**src/rtl/core/debug_frame_deframer_crc16_macros.svh**
```systemverilog
// Assertion macros shared by the deframer RTL.
`ifndef DEBUG_FRAME_DEFRAMER_CRC16_MACROS_SVH
`define DEBUG_FRAME_DEFRAMER_CRC16_MACROS_SVH

// Same-cycle implication, checked on clk with rst_n as disable.
`define DFD_ASSERT_NOW(lbl, ante, cons) \
    lbl: assert property (@(posedge clk) disable iff (!rst_n) (ante) |-> (cons)) \
        else $error("deframer assertion failed");

// Next-cycle implication, checked on clk with rst_n as disable.
`define DFD_ASSERT_NEXT(lbl, ante, cons) \
    lbl: assert property (@(posedge clk) disable iff (!rst_n) (ante) |=> (cons)) \
        else $error("deframer assertion failed");

`endif

```
**src/rtl/core/dfd_pkg.sv**
```systemverilog
// Package with constants and the CRC16 byte update for the deframer.
`timescale 1ns / 1ps

package dfd_pkg;

    localparam int unsigned HEADER_BYTES = 12;
    localparam int unsigned CNT_W        = 17;

    localparam logic [15:0] CRC_INIT = 16'hFFFF;
    localparam logic [15:0] CRC_POLY = 16'hA001;

    // header byte offsets
    localparam logic [CNT_W-1:0] OFS_START0 = 17'd0;
    localparam logic [CNT_W-1:0] OFS_START1 = 17'd1;
    localparam logic [CNT_W-1:0] OFS_VER    = 17'd2;
    localparam logic [CNT_W-1:0] OFS_CMD    = 17'd3;
    localparam logic [CNT_W-1:0] OFS_SEQ0   = 17'd4;
    localparam logic [CNT_W-1:0] OFS_SEQ1   = 17'd5;
    localparam logic [CNT_W-1:0] OFS_ADR0   = 17'd6;
    localparam logic [CNT_W-1:0] OFS_ADR1   = 17'd7;
    localparam logic [CNT_W-1:0] OFS_ADR2   = 17'd8;
    localparam logic [CNT_W-1:0] OFS_ADR3   = 17'd9;
    localparam logic [CNT_W-1:0] OFS_LEN0   = 17'd10;
    localparam logic [CNT_W-1:0] OFS_LEN1   = 17'd11;

    // verdict status codes
    localparam logic [1:0] ST_OK    = 2'd0;
    localparam logic [1:0] ST_LEN   = 2'd1;
    localparam logic [1:0] ST_START = 2'd2;
    localparam logic [1:0] ST_CRC   = 2'd3;

    // item kinds
    localparam logic KIND_PAYLOAD = 1'b0;
    localparam logic KIND_VERDICT = 1'b1;

    // config register indexes
    localparam logic CFG_START_FIRST  = 1'b0;
    localparam logic CFG_START_SECOND = 1'b1;

    function automatic logic [15:0] crc_feed(input logic [15:0] crc_in, input logic [7:0] b);
        logic [15:0] c;
        c = crc_in ^ {8'h00, b};
        for (int k = 0; k < 8; k++)
        begin
            if (c[0])
                c = (c >> 1) ^ CRC_POLY;
            else
                c = c >> 1;
        end
        return c;
    endfunction

endpackage

```
**src/rtl/core/debug_frame_deframer_crc16.sv**
```systemverilog
// Byte-serial deframer for CRC16 Modbus protected debug-link frames.
//
// Input stream: one buffer byte per transfer on s_tdata, s_tlast on the
// buffer's final byte. Output stream: m_tuser = 0 carries a payload byte,
// m_tuser = 1 carries the frame verdict (status plus decoded header in an
// ok verdict). At most one output transfer per input transfer.
// A result is registered onto m_tvalid in the cycle after its input transfer.
// Throughput: one byte per cycle while not stalled; the byte-wide CRC
// update, header capture and length compares all settle between the
// state registers and the output register.
// When the receiver stalls, the output register holds and s_tready drops
// only while a result is waiting and m_tready is low.
// Bytes after a completed frame produce nothing, s_tlast byte included.
// Config: cfg_we writes start_byte_first (index 0) or start_byte_second
// (index 1), only while the block is idle: the user's duty, not enforced.
// Reset (rst_n low, asynchronous): config registers and header fields to 0,
// CRC to 0xFFFF, byte count and flags cleared, output empty.
`timescale 1ns / 1ps
`include "debug_frame_deframer_crc16_macros.svh"

module debug_frame_deframer_crc16
(
    input  logic        clk,
    input  logic        rst_n,
    // input stream
    input  logic        s_tvalid,
    output logic        s_tready,
    input  logic [7:0]  s_tdata,   // [7:0] data_byte
    input  logic        s_tlast,   // end_of_buffer
    // output stream
    output logic        m_tvalid,
    input  logic        m_tready,
    // [7:0] payload_byte, [9:8] status, [17:10] version, [25:18] command,
    // [41:26] sequence_res, [73:42] target_address, [89:74] payload_length,
    // [95:90] zero
    output logic [95:0] m_tdata,
    output logic        m_tuser,   // item_kind
    // configuration
    input  logic        cfg_we,
    input  logic        cfg_index,
    input  logic [7:0]  cfg_data
);

    localparam int unsigned CW = dfd_pkg::CNT_W;

    logic [7:0]    start0_reg, start1_reg;
    logic [CW-1:0] count_reg, count_next;
    logic [15:0]   crc_reg, crc_next;
    logic          mismatch_reg, mismatch_next;
    logic          done_reg, done_next;
    logic [7:0]    version_reg, version_next;
    logic [7:0]    command_reg, command_next;
    logic [15:0]   sequence_reg, sequence_next;
    logic [31:0]   address_reg, address_next;
    logic [15:0]   length_reg, length_next;
    logic [7:0]    crc_low_reg, crc_low_next;

    logic          out_valid_reg, out_valid_next;
    logic          out_kind_reg, out_kind_next;
    logic [7:0]    out_byte_reg, out_byte_next;
    logic [1:0]    out_status_reg, out_status_next;
    logic          out_hdr_reg, out_hdr_next;

    logic          accept;
    logic [CW-1:0] body;
    logic          in_header, is_payload, is_crc_lo, is_complete;
    logic          res_valid;

    assign s_tready = !out_valid_reg || m_tready;
    assign accept   = s_tvalid && s_tready;

    // length is final once the header is in, which is all the compares need
    assign body        = CW'(dfd_pkg::HEADER_BYTES) + {1'b0, length_reg};
    assign in_header   = count_reg < CW'(dfd_pkg::HEADER_BYTES);
    assign is_payload  = !in_header && (count_reg < body);
    assign is_crc_lo   = !in_header && (count_reg == body);
    assign is_complete = !in_header && (count_reg == body + CW'(1));

    always_ff @(posedge clk or negedge rst_n)
    begin
        if (!rst_n)
        begin
            start0_reg <= 8'h00;
            start1_reg <= 8'h00;
        end
        else if (cfg_we)
        begin
            unique case (cfg_index)
                dfd_pkg::CFG_START_FIRST:  start0_reg <= cfg_data;
                dfd_pkg::CFG_START_SECOND: start1_reg <= cfg_data;
                default:                   start0_reg <= start0_reg;
            endcase
        end
    end

    always_comb
    begin
        count_next      = count_reg;
        crc_next        = crc_reg;
        mismatch_next   = mismatch_reg;
        done_next       = done_reg;
        version_next    = version_reg;
        command_next    = command_reg;
        sequence_next   = sequence_reg;
        address_next    = address_reg;
        length_next     = length_reg;
        crc_low_next    = crc_low_reg;
        res_valid       = 1'b0;
        out_kind_next   = out_kind_reg;
        out_byte_next   = out_byte_reg;
        out_status_next = out_status_reg;
        out_hdr_next    = out_hdr_reg;

        if (accept)
        begin
            if (!done_reg)
            begin
                unique case (count_reg)
                    dfd_pkg::OFS_START0: if (s_tdata != start0_reg) mismatch_next = 1'b1;
                    dfd_pkg::OFS_START1: if (s_tdata != start1_reg) mismatch_next = 1'b1;
                    dfd_pkg::OFS_VER:    version_next          = s_tdata;
                    dfd_pkg::OFS_CMD:    command_next          = s_tdata;
                    dfd_pkg::OFS_SEQ0:   sequence_next[7:0]    = s_tdata;
                    dfd_pkg::OFS_SEQ1:   sequence_next[15:8]   = s_tdata;
                    dfd_pkg::OFS_ADR0:   address_next[7:0]     = s_tdata;
                    dfd_pkg::OFS_ADR1:   address_next[15:8]    = s_tdata;
                    dfd_pkg::OFS_ADR2:   address_next[23:16]   = s_tdata;
                    dfd_pkg::OFS_ADR3:   address_next[31:24]   = s_tdata;
                    dfd_pkg::OFS_LEN0:   length_next[7:0]      = s_tdata;
                    dfd_pkg::OFS_LEN1:   length_next[15:8]     = s_tdata;
                    default:             length_next           = length_reg;
                endcase

                if (in_header || is_payload)
                    crc_next = dfd_pkg::crc_feed(crc_reg, s_tdata);
                if (is_crc_lo)
                    crc_low_next = s_tdata;
                count_next = count_reg + CW'(1);

                priority if (is_complete)
                begin
                    res_valid     = 1'b1;
                    out_kind_next = dfd_pkg::KIND_VERDICT;
                    out_byte_next = 8'h00;
                    if (mismatch_reg)
                        out_status_next = dfd_pkg::ST_START;
                    else if ({s_tdata, crc_low_reg} != crc_reg)
                        out_status_next = dfd_pkg::ST_CRC;
                    else
                        out_status_next = dfd_pkg::ST_OK;
                    out_hdr_next = !mismatch_reg && ({s_tdata, crc_low_reg} == crc_reg);
                    done_next    = 1'b1;
                end
                else if (s_tlast)
                begin
                    res_valid     = 1'b1;
                    out_kind_next = dfd_pkg::KIND_VERDICT;
                    out_byte_next = 8'h00;
                    out_hdr_next  = 1'b0;
                    // too short for header plus CRC wins over a start error
                    if (count_reg >= CW'(dfd_pkg::HEADER_BYTES + 1) && mismatch_reg)
                        out_status_next = dfd_pkg::ST_START;
                    else
                        out_status_next = dfd_pkg::ST_LEN;
                end
                else if (is_payload)
                begin
                    res_valid       = 1'b1;
                    out_kind_next   = dfd_pkg::KIND_PAYLOAD;
                    out_byte_next   = s_tdata;
                    out_status_next = dfd_pkg::ST_OK;
                    out_hdr_next    = 1'b0;
                end
                else
                begin
                    res_valid = 1'b0;
                end
            end

            if (s_tlast)
            begin
                count_next    = '0;
                crc_next      = dfd_pkg::CRC_INIT;
                mismatch_next = 1'b0;
                done_next     = 1'b0;
            end
        end

        out_valid_next = res_valid || (out_valid_reg && !m_tready);
    end

    always_ff @(posedge clk or negedge rst_n)
    begin
        if (!rst_n)
        begin
            count_reg     <= '0;
            crc_reg       <= dfd_pkg::CRC_INIT;
            mismatch_reg  <= 1'b0;
            done_reg      <= 1'b0;
            version_reg   <= 8'h00;
            command_reg   <= 8'h00;
            sequence_reg  <= 16'h0000;
            address_reg   <= 32'h0000_0000;
            length_reg    <= 16'h0000;
            crc_low_reg   <= 8'h00;
            out_valid_reg <= 1'b0;
        end
        else
        begin
            count_reg     <= count_next;
            crc_reg       <= crc_next;
            mismatch_reg  <= mismatch_next;
            done_reg      <= done_next;
            version_reg   <= version_next;
            command_reg   <= command_next;
            sequence_reg  <= sequence_next;
            address_reg   <= address_next;
            length_reg    <= length_next;
            crc_low_reg   <= crc_low_next;
            out_valid_reg <= out_valid_next;
        end
    end

    // result payload, loaded only when a result is produced
    always_ff @(posedge clk)
    begin
        if (res_valid)
        begin
            out_kind_reg   <= out_kind_next;
            out_byte_reg   <= out_byte_next;
            out_status_reg <= out_status_next;
            out_hdr_reg    <= out_hdr_next;
        end
    end

    // header fields are stable while a verdict waits: a new frame cannot
    // be accepted past the stalled result
    assign m_tvalid = out_valid_reg;
    assign m_tuser  = out_kind_reg;
    assign m_tdata  = {6'b000000,
                       out_hdr_reg ? length_reg   : 16'h0000,
                       out_hdr_reg ? address_reg  : 32'h0000_0000,
                       out_hdr_reg ? sequence_reg : 16'h0000,
                       out_hdr_reg ? command_reg  : 8'h00,
                       out_hdr_reg ? version_reg  : 8'h00,
                       out_status_reg,
                       out_byte_reg};

    `DFD_ASSERT_NEXT(a_last_restarts, accept && s_tlast, count_reg == '0 && !done_reg && !mismatch_reg)
    `DFD_ASSERT_NOW(a_done_at_total, done_reg, count_reg == body + CW'(2))
    `DFD_ASSERT_NOW(a_count_bound, count_reg > CW'(dfd_pkg::HEADER_BYTES), count_reg <= body + CW'(2))
    `DFD_ASSERT_NOW(a_payload_clean, m_tvalid && m_tuser == dfd_pkg::KIND_PAYLOAD, m_tdata[95:8] == '0)

endmodule

```
**config.mk**
```make
export PLATFORM = sky130hd
export DESIGN_NAME = debug_frame_deframer_crc16
export DESIGN_NICKNAME = d
export VERILOG_FILES = /design/src/rtl/core/dfd_pkg.sv /design/src/rtl/core/debug_frame_deframer_crc16.sv
export VERILOG_INCLUDE_DIRS = /design/src /design/src/rtl/core
export SDC_FILE = /design/constraint.sdc
export NUM_CORES = 1
export LEC_CHECK = 0
export BUFFER_PORTS_ARGS = -buffer_cell sky130_fd_sc_hd__clkbuf_2
export CORE_MARGIN = 8
export CORE_UTILIZATION = 35
export DETAILED_ROUTE_END_ITERATION = 8
export GPL_TIMING_DRIVEN = 0
export PLACE_DENSITY_LB_ADDON = 0.2
export SKIP_LAST_GASP = 1
export SLEW_MARGIN = 40
export SYNTH_ARGS = -nofsm -noshare
export SYNTH_HDL_FRONTEND = slang
export SYNTH_SLANG_ARGS = --single-unit
```
**constraint.sdc**
```tcl
create_clock -name clk -period 3.9 [get_ports clk]
set_input_delay 0.195 -clock clk [delete_from_list [all_inputs] [get_ports clk]]
set_output_delay 0.195 -clock clk [all_outputs]
set_load 0.02 [all_outputs]
```
==> impl_metrics.yaml <==
synth:
  syn_avg_cell_area_um2: 10.8
  synth-edff-count: 12
  synth.ff_latch_count: 152
  ys_async_sr_fraction_pct: 92.1
  syn-instance-count: 829
  synth_sequential_area_ratio_pct: 43.4
  synth-warning-count: 0
  syn-cell-area_mm2: 0.00895
  synth.distinct_cells: 71
  synthFlopType: "dfrtp_1"
floorplan:
  io_pins: 122
  core_region_area_mm2: 0.0251
  design.die.area_mm2: 0.0309
  initial_utilization_pct: 35.6
  die_x_um: 176
  standard_cell_row_count: 58
  die-height_um: 176
setup_path:
  cp.buffers_inverters: 4
  required_ns: 4.21
  path_cells: "buf_6, inv_1, ha_1, buf_2, nand4b_4, nor2_2, xor2_2, inv_1, ha_1, nand4_1, or2_2, or4_1, mux2_2"
  cp_slowest_stage_delay_ns: 0.71
  crit_path_max_fanout: 10
  cp-end-kind: "flip-flop"
  cell_with_the_largest_stage_delay_on_the_worst_path: "or4_1"
  ff2ff_setup_slack_ns: 0.17
  critPathTopFamily: "simple AND/OR/NAND/NOR gates"
  startpoint_type: "flip-flop"
  cp_data_arrival_time_ns: 4.04
  timing.setup.critical_path_class: "flip-flop to flip-flop"
grt:
  grt_overflow_total: 0
  grt_pass1_wl_mm: 39.6
  initial_antenna_violation_count: 0
  grt_max_degree: 59
  grt_use_total_pct: 16.3
  grt_pass1_vias: 6857
placed_design:
  io_buffer_count: 106
  globalplace.congestion: 0.805
  dp.cells: 1272
  place_worst_setup_slack_ns: -0.627
  dp_hpwl_mm: 18.2
final_layout:
  layout.cells.most_common: "dfrtp_1"
  antenna-diode-count: 0
  layout-drive-gt1-share_pct: 32.1
  postLayoutCoreUtil_pct: 42.9
  layout.area.seq_mm2: 0.00388
  layout.cells.non_filler: 1311
  design.final.nets: 1014
  fill_cell_total_of_the_finished_layout: 2499
  largest_register_ff_count: 32
  commonest_cells_after_routing_fill_and_taps_aside: "123 x dfrtp_1, 105 x mux2_2, 105 x clkbuf_2, 91 x and2_1, 69 x xnor2_1"
  relative_area_change_from_synthesis_to_final_layout_pct: 20.5
  combined_area_of_the_multi_input_logic_cells_mm2: 0.00481
sta:
  timing.final.crit_share_pct: 95.5
  worstMarginPinSlew_ns: 0.921
  fmax_mhz: 268
  fin_ws_ns: 0.174
  final-hold-violation-count: 0
  timing.max_slew.rel_slack_pct: 38.0
  setup-violations-final: 0
  grt_setup_unrepaired: "true"
  final.setup_skew_ns: 0.00969
  final_max_slew_viol_count: 0
  fin_hold_ws_ns: 0.0193
  timing.final.crit_period_ns: 3.73
drt:
  vias: 6636
  detail_route.vias_per_cell: 5.06
  detail_route.iter0.violations: 429
  ant_nets: 0
  wl_per_cell_um: 19.0
  drt-total-wl_mm: 24.9
  drt_drc_violations_left: 0
  drt-pass1-iter-count: 7
hold_path:
  hp-class: "input port to flip-flop"
power:
  clockPowerShare_pct: 30.8
  power_frac_comb_pct: 31.1
  total_power_mw: 6.04
  power.internal_mw: 4.05
  power.switching_mw: 1.99
  total_leakage_power_nw: 4.80
  power_switching_share_pct: 32.9
  seqPwrFrac_pct: 38.1
  worst_ir_drop_vdd_mv: 0.288
  power.density_cell_area_mw_per_mm2: 560
clock_network:
  tritoncts.num_buffers: 17
  clock_input_transition_at_the_sequential_cells_of_the_worst_setup_and_hold_paths_ns: 0.07
  bufs_on_longest_clock_path: 2
  root_buffer: "clkbuf_16"
  insertion_delay_of_the_later_clocked_pin_in_the_worst_skew_pair_ns: 0.43
  tritoncts: "built"
  clock_sink_count: 152
  cts_max_level: 4
outcome:
  status: "complete, no violations"
run:
  drv.max_cap_violation_count: 0
## through the flow
step | TNS, ns | cell area [um^2]
finish | 0 | 10800
global route | -0.154 | 10800
CTS | 0 | 10700
detailed placement | -18.17 | 9970
global placement | -19.17 | 9910
floorplan | 0 | 8960
## power groups by stage
stage / Combinational (mW) / Sequential (mW) / Clock (mW)
2_1_floorplan: 1.39 / 2.25 / 0
3_3_place_gp: 1.84 / 2.31 / 0
3_5_place_dp: 1.86 / 2.32 / 0
4_1_cts: 1.89 / 2.30 / 1.89
5_1_grt: 2.06 / 2.35 / 1.96
6_report: 1.88 / 2.30 / 1.86
## area by class of cell
cell class / count / share of cell area, %
inverters: 17 / 0.627
multi-input cells: 606 / 44.6
well taps: 330 / 3.83
plain buffers: 58 / 2.63
repair buffers: 116 / 6.23
clock buffers: 19 / 4.02
clock inverters: 13 / 2.02
flip-flops and latches: 152 / 36.0
## kinds of logic (layout without fill, tap and decap cells)
kind of cell / count (synthesis) / count (layout) / share of synthesized area [%]
AO/OA/AOI/OAI: 102 / 102 / 8.56
XOR/XNOR: 106 / 106 / 10.8
adder cells (fa/ha/maj): 23 / 23 / 3.22
buffers and inverters: 76 / 223 / 3.71
flip-flops: 152 / 152 / 43.4
multiplexers: 105 / 105 / 13.2
other: 1 / 6 / 0.0419
AND/OR/NAND/NOR: 264 / 264 / 17.0
## per-layer routing
layer / track usage, % / wire length [um] / share of wire [%]
met1: 21.6 / 11600 / 47
met2: 26.6 / 11800 / 47
met3: 3.37 / 1080 / 4.3
met4: 4.49 / 344 / 1.4
met5: 0 / 0 / 0
## Yosys cell counts, types with 10 or more instances
cell type    n  area [um^2]
xnor2_1     69          604
and2_1      91          569
a21oi_1     29          145
a41oi_1     12          105
ha_1        23          288
clkbuf_1    39          146
nand3_1     21          105
mux2_2     105         1180
nor2_1      35          131
nand2_1     32          120
dfstp_2     16          420
inv_1       17         63.8
edfxtp_1    12          360
nand4_1     13         81.3
buf_2       10         50.1
xor2_1      34          298
dfrtp_1    124         3100
## timing repair
item	in CTS	in global routing
resized for setup	14	11
endpoints found under the setup margin	36	36
hold buffers	2	0
buffers inserted	4	2
gates cloned	0	0
pin swaps	2	1
endpoints found under the hold margin	34	0
## final timing paths
path / from / endpoint / depth (start not counted)
max: length_reg[2]$_DFFE_PN0P_ / crc_low_reg[1]$_DFFE_PN0P_ / 13
max reg2reg: length_reg[2]$_DFFE_PN0P_ / crc_low_reg[1]$_DFFE_PN0P_ / 13
max in group asynchronous: rst_n / length_reg[2]$_DFFE_PN0P_ / 3
min reg2reg: command_reg[6]$_DFFE_PN0P_ / command_reg[6]$_DFFE_PN0P_ / 1
min: cfg_data[4] / start1_reg[4]$_DFFE_PN0P_ / 2
min in group asynchronous: rst_n / sequence_reg[6]$_DFFE_PN0P_ / 2
Note: power is estimated with default switching activity, not from simulation.
